### config.mk
export PLATFORM = sky130hd
export DESIGN_NAME = itb_ram
export DESIGN_NICKNAME = d
export VERILOG_FILES = /design/src/rtl/itb_pkg.sv /design/src/rtl/itb_ram.sv
export SDC_FILE = /design/constraint.sdc
export NUM_CORES = 1
export LEC_CHECK = 0
export BUFFER_PORTS_ARGS = -buffer_cell sky130_fd_sc_hd__buf_2
export CAP_MARGIN = 5
export CORE_UTILIZATION = 55
export CTS_CLUSTER_DIAMETER = 60
export DETAILED_ROUTE_END_ITERATION = 7
export PLACE_DENSITY = 0.81
export SYNTH_ARGS = -nofsm -noshare
export SYNTH_HDL_FRONTEND = slang
export SYNTH_SLANG_ARGS = --single-unit
### constraint.sdc
create_clock -name clk -period 2.8 [get_ports clk]
set_input_delay 0.14 -clock clk [delete_from_list [all_inputs] [get_ports clk]]
set_output_delay 0.14 -clock clk [all_outputs]
set_load 0.01 [all_outputs]
### src/rtl/itb_pkg.sv
// Shared types, constants and codes of the implication table builder.
package itb_pkg;

    localparam int NUM_VARS    = 4096;
    localparam int NUM_ENTRIES = 16384;
    localparam int SEC_DEPTH   = NUM_VARS + 1;

    localparam int VAR_W   = 12;
    localparam int SEC_AW  = 13;
    localparam int ENT_AW  = 14;
    localparam int CNT_W   = 15;
    localparam int MAP_W   = 14;
    localparam int ENT_W   = 13;

    // map word: compact index, or one of two negative class marks
    localparam logic [MAP_W-1:0] MAP_CONT = 14'h3FFF;
    localparam logic [MAP_W-1:0] MAP_GEN  = 14'h3FFE;

    localparam logic [1:0] REQ_CLASSIFY = 2'd0;
    localparam logic [1:0] REQ_CLEAR    = 2'd1;
    localparam logic [1:0] REQ_RECORD   = 2'd2;
    localparam logic [1:0] REQ_READ     = 2'd3;

    localparam logic [1:0] CLS_CONT   = 2'd0;
    localparam logic [1:0] CLS_BINARY = 2'd1;

    localparam logic [1:0] STAT_DONE    = 2'd0;
    localparam logic [1:0] STAT_NONBIN  = 2'd1;
    localparam logic [1:0] STAT_ORDER   = 2'd2;
    localparam logic [1:0] STAT_FULL    = 2'd3;

    typedef struct packed {
        logic [1:0]  req_type;
        logic [11:0] variable;
        logic [1:0]  var_class;
        logic        goes_up;
        logic [11:0] target_variable;
        logic        target_value;
        logic [11:0] read_index;
        logic [13:0] read_position;
    } itb_req_t;

    typedef struct packed {
        logic [1:0]  status;
        logic [11:0] assigned_index;
        logic [14:0] entry_count;
        logic [14:0] down_start;
        logic [14:0] up_start;
        logic [14:0] section_end;
        logic [11:0] entry_target;
        logic        entry_value;
    } itb_rsp_t;

endpackage

### src/rtl/itb_ram.sv
// Generic single-write, single-read synchronous RAM with registered read data.
module itb_ram
    import itb_pkg::*;
#(
    parameter int WIDTH = 8,
    parameter int DEPTH = 16,
    parameter int AW    = $clog2(DEPTH)
)
(
    input  logic             clk,
    input  logic             we,
    input  logic [AW-1:0]    waddr,
    input  logic [WIDTH-1:0] wdata,
    input  logic [AW-1:0]    raddr,
    output logic [WIDTH-1:0] rdata
);

    logic [WIDTH-1:0] mem [DEPTH];

    // read-first: a read and write of one address in a cycle returns the old word
    always_ff @(posedge clk)
    begin
        rdata <= mem[raddr];
        if (we)
        begin
            mem[waddr] <= wdata;
        end
    end

endmodule
After elaboration in Yosys (flattened, before gate mapping) --
Memories as Yosys holds them, arrays and structs flattened. A register that Yosys moved wholly into a read port is not among the register bits. Cells that the tools add are included.
Storage, ports and cells: register bits 0, memory bits (writable) 128, bits of input ports 18, output and inout port bits 8, word-level logic and storage cells 3, memories 1
Cells by class: mux-type cells 2
Memory list:
- mem | words 16, bits a word 8, read ports 1, clocked after memory_dff 1, wr ports 1, RTL line itb_ram.sv:18 | logic [WIDTH-1:0] mem [DEPTH];
Operators with widths (count):
- $mux 1 | 2

Depth between registers and ports, before layout --
Gate-level depths: netlist of the first run.
depth after elaboration 2, depth in mapped cells 5, gate-level depth less buffers 3

Worst setup path after synthesis of the first run --
Ideal clock, no wire load.
path type input to register, start input waddr[2], end memory mem[0][0] (enable), setup time 0.383 ns, arrival 1.250 ns, required time 2.417 ns, path slack 1.167 ns, cell stages on the path 2, buffers on the path 0, cells stage by stage or3b_2 nor3_1
RTL lines:
- start, declared | RTL line itb_ram.sv:12 | input logic [AW-1:0] waddr,
- end, declared | RTL line itb_ram.sv:18
No word-level cell before the write port.

==> results of run 1 <==
-- layout make-up --
type / instances / share of cell area (%)
Multi-Input combinational cell: 83 / 17.7
Clock inverter: 14 / 2.22
Clock buffer: 18 / 6.99
Timing Repair Buffer: 37 / 3.85
Sequential cell: 136 / 67.0
Tap cell: 108 / 2.26
-- what timing repair did --
item,4_1_cts,5_1_grt
hold buffers,6,0
endpoints found under the hold margin,87,0
setup buffers,0,0
endpoints found under the setup margin,0,0
-- worst max-delay path: cells and delay by family --
kind | cells | cell delay [ns]
AND/OR/NAND/NOR | 1 | 0.10
AO/OA/AOI/OAI | 1 | 0.24
buffers and inverters | 2 | 0.78
multiplexers | 1 | 0.58
-- cells in the mapped netlist --
cell / number / area, um^2
buf_6: 3 / 33.8
nand2_1: 9 / 33.8
nor2b_1: 1 / 6.26
or3b_2: 1 / 8.76
buf_2: 3 / 15.0
nand2b_1: 2 / 12.5
nor2_1: 13 / 48.8
edfxtp_1: 128 / 3840
and2b_1: 1 / 7.51
mux4_1: 14 / 368
clkdlybuf4s25_2: 3 / 30.0
nand3_1: 1 / 5.00
nand3b_1: 2 / 15.0
mux4_2: 18 / 405
dfxtp_1: 8 / 160
and2_1: 1 / 6.26
nor3_1: 4 / 20.0
buf_4: 1 / 7.51
a22oi_1: 16 / 120
-- kinds of logic (layout without fill, tap and decap cells) --
family                 count (synthesis)  after routing  synth area share [%]
muxes                                 32             32                  15.0
buffers and inverters                 10             69                  1.68
AOI/OAI and AO/OA                     16             16                  2.33
DFF                                  136            136                  77.8
and+or+nand+nor                       35             35                  3.18
-- through the flow --
stage                     total power, mW  hold WS [ns]  setup WS, ns  area, um^2  cells
after floorplan                      2.45         0.239          1.17        5150    229
after global placement               2.53         0.524         0.870        5370    358
after detailed placement             2.54         0.532         0.783        5370    358
after CTS                            4.57       0.00220          1.28        5980    396
after global routing                 4.67        0.0180          1.21        5980    396
final                                4.54        0.0256          1.33        5980    396
-- per-layer routing --
| metal | part of all wire, % | vias up |
|---|---|---|
| met5 | 0 | - |
| met4 | 0.69 | 0 |
| met3 | 8.0 | 8 |
| met2 | 51 | 103 |
| met1 | 40 | 1240 |
| li1 | - | 1071 |
-- report_power, final --
part	leakage, nW	internal, mW	switching (mW)
clock network	0.257	1.25	0.788
registers	1.22	2.28	0.0131
logic	0.526	0.0893	0.121
total	2.01	3.62	0.922
-- worst max path at each step --
stage	start	to	slack [ns]	cells past startpoint
after global routing	raddr[0]	rdata[1]	1.21	5
after global placement	raddr[0]	rdata[0]	0.87	5
after detailed placement	raddr[0]	rdata[1]	0.78	5
after floorplan	waddr[2]	mem[0][0]	1.17	2
after CTS	raddr[0]	rdata[1]	1.28	5
final	raddr[0]	rdata[1]	1.33	5
-- sequential cells by signal, summed over array words and instances (netlist names) --
signal / flops
rdata: 8
mem: 128
==> impl_metrics.toml, run 1 <==
[run_status]
status = "completed"

[routing]
drt_iter0_drc = 191
viasPerCell = 6.12
drt-pass1-iter-count = 5
wirelength_um = 9480
ant_nets = 0
wl_per_cell_um = 23.9
vias = 2422
drc = 0

[sta]
fmax_ghz = 0.681
slew_viol_final = 0
hold_viol = 0
fin_worst_skew_ns = 0.00797
worst_pin_slew_ns = 1.01
min_period_over_period_pct = 52.4
rsz0062_at_grt = "no"
setup_viol = 0
period_needed_ns = 1.47
finalSetupTns_ns = 0
relSlewSlack_pct = 32.1

[worst_setup_path]
crit_chain = "buf_2, buf_4, mux4_1, a22oi_1, nand2_1"
start_kind = "input port"
r2r_end = "rdata[4]"
required_ns = 3.19
rr_worst_depth = 3
slowest_delay_ns = 0.58
path_class = "in2reg"
worst-path-max-fanout = 17
endpoint_kind = "register"
r2r_start = "mem[9][4]"
r2r_slack_ns = 1.44
arrival_ns = 1.86
crit_path_top_delay_cell = "mux4_1"

[global_routing]
met3_usage_pct = 5.25
grt_pass1_wl_um = 14700
grt_pass1_vias = 2532
grt-ovfl-total = 0
grt_max_degree = 33
grt_use_met2_pct = 34.9
grt_use_met1_pct = 29.7
grt.busiest_layer = "met2"
antenna_found_initial = 0
grt_usage_pct = 22.0

[power]
power.leakage_nw = 2.01
pwr_density_cell_nw_per_um2 = 759
peakVddDrop_uv = 378

[placement]
place_congestion = 0.726
hpwl_um = 5950
io_buffer_count = 25

[hold_path]
hold_class = "in2reg"
holdCritStartpoint = "wdata[1]"
min_to = "mem[4][1]"
min_path_cells = 1

[clock_tree]
clockBufferDepth = 2
ctsRootBufferMaster = "clkbuf_8"
cts_buffers = 17
clock_latency_ns = 0.52
clk_pin_slew_ns = 0.06
tritoncts = "yes"
cts_resized = 0
clock-sinks = 136
htreeDepth = 4

[final_layout]
layout-area-overhead-vs-synth_pct = 16.1
diodes = 0
nFillCells = 545
seqCellArea_um2 = 4000
mostFrequentLayoutCell = "edfxtp_1"
postLayoutCoreUtil_pct = 67.2
finalNetCount = 293
drive_above_1_share_pct = 26.7
layout_common_cells = "edfxtp_1 (128), buf_2 (25), mux4_2 (18)"
multi_input_area_um2 = 1060

[synth]
syn_area_per_cell_um2 = 22.5
seq_area_frac_synth_pct = 77.8
synth_seq_cells = 136
synthesis.instances = 229
syn-num-nets = 247
yosysWarnings = 0
ys_types = 19
netlist_area_um2 = 5150

[die]
dieArea_um2 = 9750
io_pins = 26
core-area_um2 = 8890
initial_core_util_pct = 57.9
fp.dieH_um = 98.7
rows = 34
die_w_um = 98.7

[flow_run]
maxCapViolations = 0
(Power assumes the default switching activity.)
==> run 2: changes to the inputs <==
--- a/config.mk
+++ b/config.mk
@@ -7,10 +7,10 @@
 export LEC_CHECK = 0
 export BUFFER_PORTS_ARGS = -buffer_cell sky130_fd_sc_hd__buf_2
 export CAP_MARGIN = 5
-export CORE_UTILIZATION = 55
+export CORE_UTILIZATION = 54
 export CTS_CLUSTER_DIAMETER = 60
 export DETAILED_ROUTE_END_ITERATION = 7
-export PLACE_DENSITY = 0.81
+export PLACE_DENSITY = 0.82
 export SYNTH_ARGS = -nofsm -noshare
 export SYNTH_HDL_FRONTEND = slang
 export SYNTH_SLANG_ARGS = --single-unit
==> constraint.sdc (replaced) <==
create_clock -name clk -period 1.19 [get_ports clk]
set_input_delay 0.0595 -clock clk [delete_from_list [all_inputs] [get_ports clk]]
set_output_delay 0.0595 -clock clk [all_outputs]
set_load 0.01 [all_outputs]
==> impl_metrics.toml, run 2 (synthesis results as in run 1) <==
[global_routing]
grt-ovfl-total = 0
grt_pass1_vias = 2590
grt_usage_pct = 22.4
antenna_found_initial = 0
grt_max_degree = 23
grt_pass1_wl_um = 15200

[sta]
rsz0062_at_grt = "yes"
period_needed_ns = 1.35
fin_worst_skew_ns = 0.00763
fmax_ghz = 0.743
slew_viol_final = 0
hold_slack_ns = 0.0868
setup_ws_ns = -0.156
relSlewSlack_pct = 47.7
min_period_over_period_pct = 113
worst_pin_slew_ns = 0.781
setup_viol = 8
hold_viol = 0

[worst_setup_path]
required_ns = 1.59
slowest_delay_ns = 0.54
rr_worst_depth = 3
arrival_ns = 1.75
start_kind = "register"
path_delay_family = "multiplexers"
crit_path_top_delay_cell = "mux4_2"
worst-path-max-fanout = 1
crit_chain = "mux4_2, a22oi_2, nand2_1"
cp_num_buf_inv = 0
path_class = "reg2reg"
cp_num_cells = 3
endpoint_kind = "register"

[final_layout]
mostFrequentLayoutCell = "edfxtp_1"
diodes = 0
drive_above_1_share_pct = 36.0
largest_register = "mem"
layout-area-overhead-vs-synth_pct = 22.4
layout_common_cells = "edfxtp_1 (128), buf_2 (25), mux4_2 (22)"
largestRegisters = "mem (128), rdata (8)"
finalNetCount = 313
largest_reg_flops = 128

[die]
dieArea_um2 = 9930
io_pins = 26
initial_core_util_pct = 55.7
die_w_um = 99.6
core-area_um2 = 9240
fp.dieH_um = 99.6
rows = 35

[clock_tree]
clk_pin_slew_ns = 0.06
ctsRootBufferMaster = "clkbuf_8"
cts_buffers = 17
clockBufferDepth = 2
clock-sinks = 136
tritoncts = "yes"
clock_latency_ns = 0.52
htreeDepth = 4
post_cts_buffers = 0

[flow_run]
maxCapViolations = 0

[power]
power.leakage_nw = 2.13
power_mw = 10.9
peakVddDrop_uv = 1580
pwr_density_cell_nw_per_um2 = 1730

[routing]
drc = 0
viasPerCell = 5.83
ant_nets = 0
wl_per_cell_um = 22.7
wirelength_um = 9920
drt-pass1-iter-count = 4
vias = 2549
drt_iter0_drc = 200

[hold_path]
min_path_cells = 3
hold_class = "in2reg"

[placement]
io_buffer_count = 25
hpwl_um = 6050
place_congestion = 0.710

[run_status]
status = "complete, but fails checks"
violations = "setup timing"
==> run 2: cell count changes in the layout (fill, tap and decap cells not counted), moves of 3 or more <==
cell / delta
mux4_2: +4
nor2_1: -3
nor2_2: +3
mux4_1: -4
clkinv_1: -3
buf_12: +8
buf_4: +10
nor3_1: -3
==> run 2: path summary, 6_finish.rpt <==
check                                start        end  slack, ns
worst max-delay path            mem[11][7]   rdata[7]      -0.16
worst min-delay path              waddr[1]  mem[0][0]       0.09
worst max register to register  mem[11][7]   rdata[7]      -0.16
worst min register to register  mem[12][2]   rdata[2]       0.67
==> run 2: per-layer routing <==
metal	global-route usage, %	vias up	share of wire, %
li1	-	1105	-
met1	29.2	1308	41
met2	35.7	109	50
met3	5.62	27	5.3
met4	11.1	0	3.8
met5	0	-	0
==> run 2: where the power goes <==
group | switching (mW) | internal, mW
clock network | 1.96 | 2.98
logic | 0.301 | 0.263
registers | 0.0400 | 5.36
total | 2.30 | 8.60
==> run 2: what timing repair did <==
action	4_1_cts	5_1_grt
pin swaps	3	0
hold buffers	8	0
resized for setup	4	2
endpoints found under the hold margin	128	0
setup endpoints to repair	8	8
==> run 2: worst register-to-register path: stages, from the launching register on <==
cell      delay, ns
edfxtp_1       0.43
mux4_2         0.54
a22oi_2        0.17
nand2_1        0.08
==> run 2: area by class of cell <==
cell class                      count  area, um^2
Tap cell                          129         161
Multi-Input combinational cell     83        1080
Fill cell                         549        2940
Timing Repair Buffer               57         485
Sequential cell                   136        4000
Clock buffer                       17         414
Clock inverter                     15         154
==> run 2: stage by stage <==
step	std cells	worst slack, ns	area (um^2)	setup TNS, ns	util [%]
final	437	-0.156	6300	-0.813	68.2
after global routing	437	-0.206	6300	-1.15	68.2
after CTS	437	-0.179	6300	-0.813	68.2
after detailed placement	397	-0.232	5660	-2.63	61.2
after global placement	397	-0.200	5660	-2.04	61.2
after floorplan	229	-0.00597	5190	-0.0211	-
==> run 3: changes to the inputs <==
--- a/config.mk
+++ b/config.mk
@@ -7,10 +7,10 @@
 export LEC_CHECK = 0
 export BUFFER_PORTS_ARGS = -buffer_cell sky130_fd_sc_hd__buf_2
 export CAP_MARGIN = 5
-export CORE_UTILIZATION = 54
+export CORE_UTILIZATION = 55
 export CTS_CLUSTER_DIAMETER = 60
 export DETAILED_ROUTE_END_ITERATION = 7
-export PLACE_DENSITY = 0.82
+export PLACE_DENSITY = 0.84
 export SYNTH_ARGS = -nofsm -noshare
 export SYNTH_HDL_FRONTEND = slang
 export SYNTH_SLANG_ARGS = --single-unit
==> constraint.sdc (replaced) <==
create_clock -name clk -period 1.49 [get_ports clk]
set_input_delay 0.0745 -clock clk [delete_from_list [all_inputs] [get_ports clk]]
set_output_delay 0.0745 -clock clk [all_outputs]
set_load 0.01 [all_outputs]
==> impl_metrics.toml, run 3 (synthesis results as in run 1) <==
[run_status]
status = "completed"

[placement]
place_ws_ns = 0.0474
hpwl_um = 5640
place_congestion = 0.734
io_buffer_count = 25
placed_cell_area_um2 = 5530

[worst_setup_path]
r2r_end = "rdata[1]"
required_ns = 1.89
arrival_ns = 1.74
endpoint_kind = "register"
r2r_slack_ns = 0.15
slowest_delay_ns = 0.57
worst-path-max-fanout = 1
crit_chain = "mux4_1, a22oi_1, nand2_1"
start_kind = "register"
path_class = "reg2reg"
crit_path_top_delay_cell = "mux4_1"
rr_worst_depth = 3
r2r_start = "mem[5][1]"

[clock_tree]
clock-sinks = 136
cts_buffers = 17
ctsHoldBuffers = 8
clockBufferDepth = 2
tritoncts = "yes"
clock_latency_ns = 0.51
cts_resized = 0
clk_pin_slew_ns = 0.06
post_cts_buffers = 0
htreeDepth = 4
ctsRootBufferMaster = "clkbuf_8"

[hold_path]
holdCritStartpoint = "raddr[2]"
hold_class = "in2reg"
min_path_cells = 4
min_to = "rdata[1]"

[global_routing]
antenna_found_initial = 0
grt_max_degree = 18
grt-ovfl-total = 0
grt_pass1_vias = 2496
grt_usage_pct = 20.5
grt_pass1_wl_um = 14000

[die]
die_w_um = 98.7
io_pins = 26
dieArea_um2 = 9750
core-area_um2 = 8890
rows = 34
initial_core_util_pct = 57.9
fp.dieH_um = 98.7

[final_layout]
final_area_um2 = 6220
diodes = 0
layout-area-overhead-vs-synth_pct = 20.9
drive_above_1_share_pct = 32.4
finalNetCount = 311
mostFrequentLayoutCell = "edfxtp_1"
layout_common_cells = "edfxtp_1 (128), buf_2 (25), buf_4 (19)"
largestRegisters = "mem (128), rdata (8)"
largest_reg_flops = 128
largest_register = "mem"
nFillCells = 487

[flow_run]
maxCapViolations = 0

[power]
p_int_mw = 7.19
peakVddDrop_uv = 778
power_mw = 8.96
p_comb_share_pct = 4.7
sw_frac_of_total_pct = 19.7
power.leakage_nw = 2.15
p_seq_share_pct = 48.0
pwr_density_cell_nw_per_um2 = 1440
p_clk_share_pct = 47.3
p_sw_mw = 1.77

[sta]
finalSetupTns_ns = 0
worst_pin_slew_ns = 0.328
setup_viol = 0
period_needed_ns = 1.34
fin_worst_skew_ns = 0.00607
hold_viol = 0
relSlewSlack_pct = 78.1
min_period_over_period_pct = 89.7
rsz0062_at_grt = "no"
slew_viol_final = 0
fmax_ghz = 0.748
setup_ws_ns = 0.153

[routing]
ant_nets = 0
drt_iter0_drc = 197
drt-pass1-iter-count = 4
viasPerCell = 5.86
wl_per_cell_um = 21.4
vias = 2427
wirelength_um = 8880
drc = 0
## run 3: routing by layer
metal	GRT usage, %	up-vias	wire, um
met5	0	-	0
met3	6.10	8	385
met4	7.81	0	99
li1	-	1104	-
met2	34.3	73	4700
met1	25.4	1242	3700
## run 3: worst max-delay path: cells and delay by family (launching register included)
kind | cells | cell delay [ns]
AO/OA/AOI/OAI | 1 | 0.21
AND/OR/NAND/NOR | 1 | 0.08
flip-flops | 1 | 0.37
multiplexers | 1 | 0.57
## run 3: how the worst max path moves through the flow
stage / from / endpoint / cells after the start
after CTS: mem[5][1] / rdata[1] / 3
after global routing: mem[6][1] / rdata[1] / 3
after global placement: raddr[0] / rdata[0] / 5
final: mem[5][1] / rdata[1] / 3
after detailed placement: raddr[0] / rdata[0] / 5
after floorplan: waddr[2] / mem[3][0] / 2
## run 3: power by group through the flow
stage / Clock [mW] / Combinational (mW) / Sequential (mW)
floorplan: 0 / 0.217 / 4.39
global placement: 0 / 0.386 / 4.38
detailed placement: 0 / 0.401 / 4.38
CTS: 4.30 / 0.424 / 4.30
global route: 4.46 / 0.453 / 4.31
finish: 4.23 / 0.419 / 4.30
## run 3: stage by stage
step | util, % | hold slack (ns) | std cells
after detailed placement | 62.2 | 0.469 | 374
final | 70.0 | 0.0855 | 414
after CTS | 70.0 | 0.0491 | 414
after global placement | 62.2 | 0.449 | 374
after global routing | 70.0 | 0.109 | 414
after floorplan | - | 0.173 | 229
## run 3: final cells by class
cell class	count	area [um^2]	share of cell area [%]
Clock buffer	17	414	6.65
Multi-Input combinational cell	83	1060	17.1
Clock inverter	15	200	3.22
Timing Repair Buffer	55	408	6.55
Sequential cell	136	4000	64.3
Tap cell	108	135	2.17
